**src/hdl/ttip_pkg.sv**
```systemverilog
package ttip_pkg;

    localparam int CH_W       = 8;
    localparam int BASE_W     = 5;
    localparam int CONSUMED_W = 12;
    localparam int ADDR_W     = 3;
    localparam int APB_DATA_W = 32;

    localparam logic [CH_W-1:0] CH_NUL   = 8'h00;
    localparam logic [CH_W-1:0] CH_MINUS = 8'h2D;
    localparam logic [CH_W-1:0] CH_PLUS  = 8'h2B;
    localparam logic [CH_W-1:0] CH_ZERO  = 8'h30;
    localparam logic [CH_W-1:0] CH_LX    = 8'h78;
    localparam logic [CH_W-1:0] CH_UX    = 8'h58;

    localparam logic [BASE_W-1:0] BASE_DETECT = 5'd0;
    localparam logic [BASE_W-1:0] BASE_OCT    = 5'd8;
    localparam logic [BASE_W-1:0] BASE_DEC    = 5'd10;
    localparam logic [BASE_W-1:0] BASE_HEX    = 5'd16;
    localparam logic [BASE_W-1:0] BASE_BAD    = 5'd1;
    localparam logic [BASE_W-1:0] NO_DIGIT    = 5'd31;

    typedef enum logic [2:0] {
        PH_SPACE,
        PH_FIRST,
        PH_ZERO,
        PH_HEXPFX,
        PH_DIGITS,
        PH_STOP
    } phase_t;

    typedef struct packed {
        phase_t              phase;
        logic [BASE_W-1:0]   active_base;
        logic                negative;
    } ctrl_t;

    localparam ctrl_t CTRL_CLEAR = '{phase: PH_SPACE, active_base: BASE_DETECT, negative: 1'b0};

    function automatic logic [BASE_W-1:0] digit_of(input logic [CH_W-1:0] c);
        logic [BASE_W-1:0] d;
        d = NO_DIGIT;
        if (c >= 8'h30 && c <= 8'h39)
            d = BASE_W'(c - 8'h30);
        else if (c >= 8'h61 && c <= 8'h66)
            d = BASE_W'(c - 8'h57);
        else if (c >= 8'h41 && c <= 8'h46)
            d = BASE_W'(c - 8'h37);
        return d;
    endfunction

    // space, tab, newline, vertical tab, form feed, carriage return
    function automatic logic is_space(input logic [CH_W-1:0] c);
        return (c == 8'h20) || (c >= 8'h09 && c <= 8'h0D);
    endfunction

endpackage

```
**src/hdl/ttip_cfg.sv**
```systemverilog
module ttip_cfg
    import ttip_pkg::*;
(
    input  logic                  clk,
    input  logic                  rst_n,
    input  logic                  psel,
    input  logic                  penable,
    input  logic                  pwrite,
    input  logic [ADDR_W-1:0]     paddr,
    input  logic [APB_DATA_W-1:0] pwdata,
    output logic [APB_DATA_W-1:0] prdata,
    output logic [BASE_W-1:0]     radix,
    output logic                  allow_minus
);

    typedef enum logic {
        REG_RADIX,
        REG_ALLOW_MINUS
    } reg_idx_t;

    logic [BASE_W-1:0] radix_reg;
    logic              allow_minus_reg;
    logic              wr_en;
    reg_idx_t          idx;

    assign wr_en = psel && penable && pwrite;
    assign idx   = reg_idx_t'(paddr[2]);

    always_ff @(posedge clk or negedge rst_n)
    begin
        if (!rst_n)
        begin
            radix_reg       <= BASE_DEC;
            allow_minus_reg <= 1'b1;
        end
        else if (wr_en)
        begin
            unique case (idx)
                REG_RADIX:       radix_reg       <= pwdata[BASE_W-1:0];
                REG_ALLOW_MINUS: allow_minus_reg <= pwdata[0];
                default:         ;
            endcase
        end
    end

    always_comb
    begin
        unique case (idx)
            REG_RADIX:       prdata = APB_DATA_W'(radix_reg);
            REG_ALLOW_MINUS: prdata = APB_DATA_W'(allow_minus_reg);
            default:         prdata = '0;
        endcase
    end

    assign radix       = radix_reg;
    assign allow_minus = allow_minus_reg;

endmodule

```
**src/hdl/ttip_step.sv**
```systemverilog
// Next-state and result logic for one text byte.
// The value is kept with its sign applied: v' = v * base +/- digit.
module ttip_step
    import ttip_pkg::*;
#(
    parameter int VALUE_BITS = 64,
    parameter int COUNT_MAX  = 4095,
    parameter int CNT_W      = 12
)
(
    input  logic [CH_W-1:0]       ch,
    input  logic [BASE_W-1:0]     radix,
    input  logic                  allow_minus,
    input  ctrl_t                 ctrl,
    input  logic [VALUE_BITS-1:0] val,
    input  logic [CNT_W-1:0]      cnt,
    input  logic [CNT_W-1:0]      dend,
    output ctrl_t                 ctrl_next,
    output logic [VALUE_BITS-1:0] val_next,
    output logic [CNT_W-1:0]      cnt_next,
    output logic [CNT_W-1:0]      dend_next,
    output logic [VALUE_BITS-1:0] res_value,
    output logic [CONSUMED_W-1:0] res_consumed,
    output logic                  res_stopped
);

    function automatic logic [CNT_W-1:0] count_inc(input logic [CNT_W-1:0] c);
        return (c < CNT_W'(COUNT_MAX)) ? c + 1'b1 : c;
    endfunction

    ctrl_t                 c_n;
    logic [VALUE_BITS-1:0] v_n;
    logic [CNT_W-1:0]      k_n;
    logic [CNT_W-1:0]      e_n;
    logic                  first;
    logic                  take;
    logic [BASE_W-1:0]     digit;
    logic [VALUE_BITS-1:0] prod;
    logic [VALUE_BITS-1:0] dterm;
    logic                  is_end;

    assign digit  = digit_of(ch);
    assign is_end = (ch == CH_NUL);

    always_comb
    begin
        c_n   = ctrl;
        v_n   = val;
        k_n   = cnt;
        e_n   = dend;
        first = 1'b0;
        take  = 1'b0;
        prod  = '0;
        dterm = '0;

        unique case (ctrl.phase) inside
            PH_SPACE:
            begin
                if (is_space(ch))
                    k_n = count_inc(cnt);
                else if (radix == BASE_BAD || radix > BASE_HEX)
                    c_n.phase = PH_STOP;
                else
                begin
                    c_n.active_base = radix;
                    if (ch == CH_MINUS && allow_minus)
                    begin
                        c_n.negative = 1'b1;
                        k_n          = count_inc(cnt);
                        c_n.phase    = PH_FIRST;
                    end
                    else if (ch == CH_PLUS)
                    begin
                        k_n       = count_inc(cnt);
                        c_n.phase = PH_FIRST;
                    end
                    else
                        first = 1'b1;
                end
            end
            PH_FIRST:
                first = 1'b1;
            PH_ZERO:
            begin
                if (ch == CH_LX || ch == CH_UX)
                begin
                    c_n.active_base = BASE_HEX;
                    k_n             = count_inc(cnt);
                    c_n.phase       = PH_HEXPFX;
                end
                else
                    take = 1'b1;
            end
            PH_HEXPFX, PH_DIGITS:
                take = 1'b1;
            default:
                c_n.phase = PH_STOP;
        endcase

        // leading zero may open an octal or hex prefix
        if (first)
        begin
            if (ch == CH_ZERO && (c_n.active_base == BASE_DETECT || c_n.active_base == BASE_HEX))
            begin
                k_n = count_inc(cnt);
                e_n = k_n;
                if (c_n.active_base == BASE_DETECT)
                    c_n.active_base = BASE_OCT;
                c_n.phase = PH_ZERO;
            end
            else
            begin
                if (c_n.active_base == BASE_DETECT)
                    c_n.active_base = BASE_DEC;
                take = 1'b1;
            end
        end

        if (take)
        begin
            if (digit < c_n.active_base)
            begin
                prod      = val * VALUE_BITS'(c_n.active_base);
                dterm     = c_n.negative ? VALUE_BITS'(0) - VALUE_BITS'(digit)
                                         : VALUE_BITS'(digit);
                v_n       = prod + dterm;
                k_n       = count_inc(cnt);
                e_n       = k_n;
                c_n.phase = PH_DIGITS;
            end
            else
                c_n.phase = PH_STOP;
        end

        // terminator: report the string as it stands, then clear
        if (is_end)
        begin
            res_value    = val;
            res_consumed = CONSUMED_W'(dend);
            res_stopped  = (ctrl.phase == PH_STOP);
            ctrl_next    = CTRL_CLEAR;
            val_next     = '0;
            cnt_next     = '0;
            dend_next    = '0;
        end
        else
        begin
            res_value    = v_n;
            res_consumed = CONSUMED_W'(e_n);
            res_stopped  = (c_n.phase == PH_STOP);
            ctrl_next    = c_n;
            val_next     = v_n;
            cnt_next     = k_n;
            dend_next    = e_n;
        end
    end

endmodule

```
**src/hdl/text_to_integer_parser.sv**
```systemverilog
// Streaming strtol/strtoul: one text byte per input beat, one result beat per byte.
// Leading white space is skipped, then an optional sign ('-' only when allow_minus
// is set), then the base is fixed from radix (0 detects 0x/0 prefixes). Digits
// below the base are accumulated with the sign applied, wrapping modulo
// 2^VALUE_BITS; the first other byte stops the parse and later bytes repeat the
// final result. A zero byte reports the final result with tlast set and clears
// the parser for the next string; radix and allow_minus are sampled once per
// string, when white space ends, and should be written only while the block is
// idle. Throughput is one byte per clock while the result side is not stalled:
// the value * base + digit recurrence in ttip_step closes through the parse
// state registers. A byte passes the input register, then the result register;
// both sides may stall at any time without losing beats. consumed is the
// end-pointer offset (bytes through the last digit), saturating at COUNT_MAX
// and shown in its low 12 bits; it is 0 when no digit was taken.
module text_to_integer_parser
    import ttip_pkg::*;
#(
    parameter int VALUE_BITS = 64,
    parameter int COUNT_MAX  = 4095
)
(
    input  logic                  clk,
    input  logic                  rst_n,

    // input text bytes
    input  logic                  s_tvalid,
    output logic                  s_tready,
    input  logic [CH_W-1:0]       s_tdata,   // [7:0] ch

    // results
    output logic                  m_tvalid,
    input  logic                  m_tready,
    output logic [((VALUE_BITS + CONSUMED_W + 7) / 8) * 8 - 1:0] m_tdata,
                                             // value, consumed, zero pad
    output logic                  m_tuser,   // [0] stopped
    output logic                  m_tlast,   // string_end (zero byte)

    // configuration
    input  logic                  psel,
    input  logic                  penable,
    input  logic                  pwrite,
    input  logic [ADDR_W-1:0]     paddr,
    input  logic [APB_DATA_W-1:0] pwdata,
    output logic [APB_DATA_W-1:0] prdata,
    output logic                  pready
);

    localparam int DATA_W = ((VALUE_BITS + CONSUMED_W + 7) / 8) * 8;
    localparam int CNT_W  = $clog2(COUNT_MAX + 1);

    // configuration registers
    logic [BASE_W-1:0] radix;
    logic              allow_minus;

    // input register
    logic              s1_valid_reg;
    logic [CH_W-1:0]   s1_ch_reg;

    // parse state
    ctrl_t                 ctrl_reg,  ctrl_next;
    logic [VALUE_BITS-1:0] val_reg,   val_next;
    logic [CNT_W-1:0]      cnt_reg,   cnt_next;
    logic [CNT_W-1:0]      dend_reg,  dend_next;

    // result register
    logic                  out_valid_reg;
    logic [VALUE_BITS-1:0] out_value_reg;
    logic [CONSUMED_W-1:0] out_consumed_reg;
    logic                  out_stopped_reg;
    logic                  out_last_reg;

    logic [VALUE_BITS-1:0] res_value;
    logic [CONSUMED_W-1:0] res_consumed;
    logic                  res_stopped;

    logic                  out_free;
    logic                  step_fire;
    logic                  in_beat;

    assign pready = 1'b1;

    ttip_cfg u_cfg (
        .clk         (clk),
        .rst_n       (rst_n),
        .psel        (psel),
        .penable     (penable),
        .pwrite      (pwrite),
        .paddr       (paddr),
        .pwdata      (pwdata),
        .prdata      (prdata),
        .radix       (radix),
        .allow_minus (allow_minus)
    );

    // result register frees when empty or being taken this cycle
    assign out_free  = !out_valid_reg || m_tready;
    assign step_fire = s1_valid_reg && out_free;
    assign s_tready  = !s1_valid_reg || out_free;
    assign in_beat   = s_tvalid && s_tready;

    always_ff @(posedge clk or negedge rst_n)
    begin
        if (!rst_n)
            s1_valid_reg <= 1'b0;
        else if (in_beat)
            s1_valid_reg <= 1'b1;
        else if (step_fire)
            s1_valid_reg <= 1'b0;
    end

    always_ff @(posedge clk)
    begin
        if (in_beat)
            s1_ch_reg <= s_tdata;
    end

    ttip_step #(
        .VALUE_BITS (VALUE_BITS),
        .COUNT_MAX  (COUNT_MAX),
        .CNT_W      (CNT_W)
    ) u_step (
        .ch           (s1_ch_reg),
        .radix        (radix),
        .allow_minus  (allow_minus),
        .ctrl         (ctrl_reg),
        .val          (val_reg),
        .cnt          (cnt_reg),
        .dend         (dend_reg),
        .ctrl_next    (ctrl_next),
        .val_next     (val_next),
        .cnt_next     (cnt_next),
        .dend_next    (dend_next),
        .res_value    (res_value),
        .res_consumed (res_consumed),
        .res_stopped  (res_stopped)
    );

    // parse state advances once per byte
    always_ff @(posedge clk or negedge rst_n)
    begin
        if (!rst_n)
        begin
            ctrl_reg <= CTRL_CLEAR;
            val_reg  <= '0;
            cnt_reg  <= '0;
            dend_reg <= '0;
        end
        else if (step_fire)
        begin
            ctrl_reg <= ctrl_next;
            val_reg  <= val_next;
            cnt_reg  <= cnt_next;
            dend_reg <= dend_next;
        end
    end

    always_ff @(posedge clk or negedge rst_n)
    begin
        if (!rst_n)
            out_valid_reg <= 1'b0;
        else if (step_fire)
            out_valid_reg <= 1'b1;
        else if (m_tready)
            out_valid_reg <= 1'b0;
    end

    always_ff @(posedge clk)
    begin
        if (step_fire)
        begin
            out_value_reg    <= res_value;
            out_consumed_reg <= res_consumed;
            out_stopped_reg  <= res_stopped;
            out_last_reg     <= (s1_ch_reg == CH_NUL);
        end
    end

    assign m_tvalid = out_valid_reg;
    assign m_tdata  = DATA_W'({out_consumed_reg, out_value_reg});
    assign m_tuser  = out_stopped_reg;
    assign m_tlast  = out_last_reg;

endmodule

```
**config.mk**
```make
export PLATFORM = sky130hd
export DESIGN_NAME = text_to_integer_parser
export DESIGN_NICKNAME = d
export VERILOG_FILES = /design/src/hdl/ttip_pkg.sv /design/src/hdl/ttip_cfg.sv /design/src/hdl/ttip_step.sv /design/src/hdl/text_to_integer_parser.sv
export SDC_FILE = /design/constraint.sdc
export NUM_CORES = 1
export LEC_CHECK = 0
export BUFFER_PORTS_ARGS = -buffer_cell sky130_fd_sc_hd__buf_2
export CORE_ASPECT_RATIO = 1.1
export CORE_UTILIZATION = 50
export DETAILED_ROUTE_END_ITERATION = 8
export PLACE_DENSITY = 0.69
export SLEW_MARGIN = 20
export SYNTH_ARGS = -nofsm -noshare
export SYNTH_HDL_FRONTEND = slang
export SYNTH_SLANG_ARGS = --single-unit
```
**constraint.sdc**
```tcl
create_clock -name clk -period 11.6 [get_ports clk]
set_input_delay 1.16 -clock clk [delete_from_list [all_inputs] [get_ports clk]]
set_output_delay 1.16 -clock clk [all_outputs]
set_load 0.02 [all_outputs]
```
==> qor.yml <==
status: "completed"
ys_seq_area_share_pct: 25.81
ant_nets: 0
cts-root-buf: "clkbuf_16"
r2r_start: "s1_ch_reg[0]"
postCtsHoldBufs: 0
drive_above_1_share_pct: 9.439
synth_compound_area_share_pct: 13.97
tns_ns: 0
synth_edf_count: 86
synth_area_per_cell_um2: 9.463
cp.required_ns: 11.83
place_congestion: 0.9070
cts_resized: 0
grt_use_total_pct: 25.26
io_pins: 167
relSlewSlack_pct: 35.32
post_cts_buffers: 0
drv_slew: 0
synthTopCellsByArea: "fa_1, edfxtp_1, dfrtp_1"
clock_latency_ns: 0.49
dp_cells: 2668
cts.clk_slew.worst_paths_ns: 0.07
nFillCells: 3561
hold_class: "flip-flop to flip-flop"
syn_area_um2: 20200
reg2reg_to: "out_value_reg[43]"
reg2reg_depth: 27
cts_inserted_buffers: 17
hold_slack_ns: 0.4814
crit_type: "flip-flop to flip-flop"
synth_mux_area_share_pct: 1.567
n_antenna_cell: 0
synthAdderAreaFrac_pct: 28.59
grt_max_degree: 67
critPathCaptureType: "flip-flop"
cp.depth: 27
synthFlopType: "dfrtp_1"
rsz0062_at_grt: "false"
drt_first_pass_iters: 5
hold_path_startpoint: "dend_reg[5]"
drc: 0
antenna_found_initial: 0
port_buffers: 105
die_w_um: 193.7
crit_fanout: 64
cts_tree: "yes"
stdcell_count: 2700
yosysTopAreaCell: "fa_1"
min_delay_path_depth: 2
min_to: "dend_reg[5]"
fp-row-count: 76
hold_viol_final: 0
synth_top_family_by_area: "adder cells"
yosysTopAreaCellShare_pct: 23.88
worst_path_most_repeated_cell: "inv_1"
hpwl_um: 35470
synth_async_sr_flop_share_pct: 54.97
worstPathArrival_ns: 9.23
core_area_um2: 39460
vias: 15139
fp.dieH_um: 212.8
nets: 2547
worst_pin_slew_ns: 0.9645
period_needed_ns: 9.001
htree_levels: 4
start_util_pct: 51.20
grt_pass1_wl_um: 82170
first_iter_violations: 929
peakVddDrop_uv: 117.8
leakage_nw: 10.54
vias_per_cell: 5.607
crit_buf_inv: 7
yosysMostFrequentCell: "nand2_1"
clock.fmax_mhz: 111.1
fin_skew_ns: 0.01735
synth_common_cells: "nand2_1, fa_1, inv_1, and2_1, dfrtp_1"
synthToLayoutAreaGrowth_pct: 6.738
synthSimpleGateAreaFrac_pct: 18.96
cts.sinks: 191
cts_max_path_buffers: 2
synthDistinctLibCells: 97
startpoint_type: "flip-flop"
rrSetupSlack_ns: 2.60
cellPowerDensity_nw_per_um2: 108.3
slowest_stage: "a211oi_1"
total_power_mw: 2.335
grt.overflow.total: 0
path_delay_family: "compound AO/OA/AOI/OAI gates"
wl_per_cell_um: 18.29
synthXorXnorAreaFrac_pct: 3.276
synthCells: 2135
fp.dieArea_um2: 41220
cap_violations: 0
drt_wl_total_um: 49370
ys_ff_latch: 191
finalSetupViolations: 0
final.period_utilization_pct: 77.60
yosys_warnings: 0
slowest_delay_ns: 0.74
grt_pass1_vias: 15997
cell type report:
cell class / instances / area, µm² / share of cell area [%]
Clock inverter: 15 / 166.4 / 0.7717
Timing Repair Buffer: 120 / 640.6 / 2.971
Multi-Input combinational cell: 1607 / 13570 / 62.92
Sequential cell: 191 / 5214 / 24.18
Tap cell: 507 / 634.4 / 2.942
Clock buffer: 17 / 425.4 / 1.973
Inverter: 243 / 914.6 / 4.241
placed cells by master (no fill, tap or decap), types with 8 or more instances in the layout:
cell type and count:
nand2_1 311, and2_1 239, nor2b_1 13, a31oi_1 12, o31ai_1 10, a22o_1 54, and3_1 10, mux2i_1 8
nand3_1 20, edfxtp_1 86, o21ai_1 10, nor2_1 68, nand4_1 22, clkbuf_16 17, mux2_2 19, o21bai_1 14
fa_1 241, o21ai_0 84, nor3_1 14, nand2b_1 17, buf_2 104, o21a_1 15, a21oi_1 68, a21o_1 40
inv_1 240, o211ai_1 8, a211oi_1 8, ha_1 76, buf_4 16, xor2_1 24, xnor2_1 49, dfrtp_1 102
conb_1 32
kinds of logic (layout without fill, tap and decap cells):
group / count (synthesis) / count (layout)
other: 2 / 32
multiplexers: 29 / 29
XOR/XNOR: 74 / 74
flip-flops: 191 / 191
AO/OA/AOI/OAI: 399 / 399
AND/OR/NAND/NOR: 756 / 756
buffers and inverters: 367 / 395
adder cells (fa/ha/maj): 317 / 317
power by group:
group / switching, mW / internal (mW)
logic: 0.581 / 0.267
clock network: 0.305 / 0.307
registers: 0.0809 / 0.795
worst register-to-register path, cell delays in order, from the launching register on:
cell	delay, ns
edfxtp_1	0.44
inv_1	0.07
ha_1	0.26
or4b_1	0.54
o311a_2	0.22
nor4_1	0.36
o22ai_4	0.10
buf_4	0.35
o41ai_4	0.44
buf_4	0.63
nand2_1	0.19
fa_1	0.55
inv_1	0.05
fa_1	0.47
inv_1	0.06
fa_1	0.53
inv_1	0.04
ha_1	0.34
a21oi_1	0.18
inv_1	0.07
o21ai_0	0.64
a21boi_0	0.34
o21ai_1	0.28
a31o_2	0.20
a21oi_1	0.11
a211oi_1	0.74
xnor2_1	0.24
mux2_2	0.32
worst max path at each step:
stage	to	slack, ns	from
after global routing	out_value_reg[43]	2.08	s1_ch_reg[0]
after detailed placement	out_value_reg[43]	2.78	s1_ch_reg[0]
after floorplan	out_value_reg[61]	3.22	s1_ch_reg[0]
after CTS	out_value_reg[43]	2.66	s1_ch_reg[0]
after global placement	out_value_reg[43]	2.92	s1_ch_reg[0]
final	out_value_reg[43]	2.60	s1_ch_reg[0]
per-layer routing:
metal,global-route usage (%),part of all wire [%],up-vias
li1,-,-,7094
met1,31.65,42,7626
met2,45.13,51,346
met3,2.891,4.3,73
met4,9.269,2.6,0
met5,0,0,-
through the flow:
step | utilization, % | instance area (µm²) | setup WS [ns]
2_1_floorplan | - | 20320 | 3.221
3_3_place_gp | 53.14 | 20970 | 2.915
6_report | 54.64 | 21560 | 2.599
5_1_grt | 54.64 | 21560 | 2.080
3_5_place_dp | 53.15 | 20970 | 2.780
4_1_cts | 54.64 | 21560 | 2.660
Note: power is estimated with default switching activity, not from simulation.
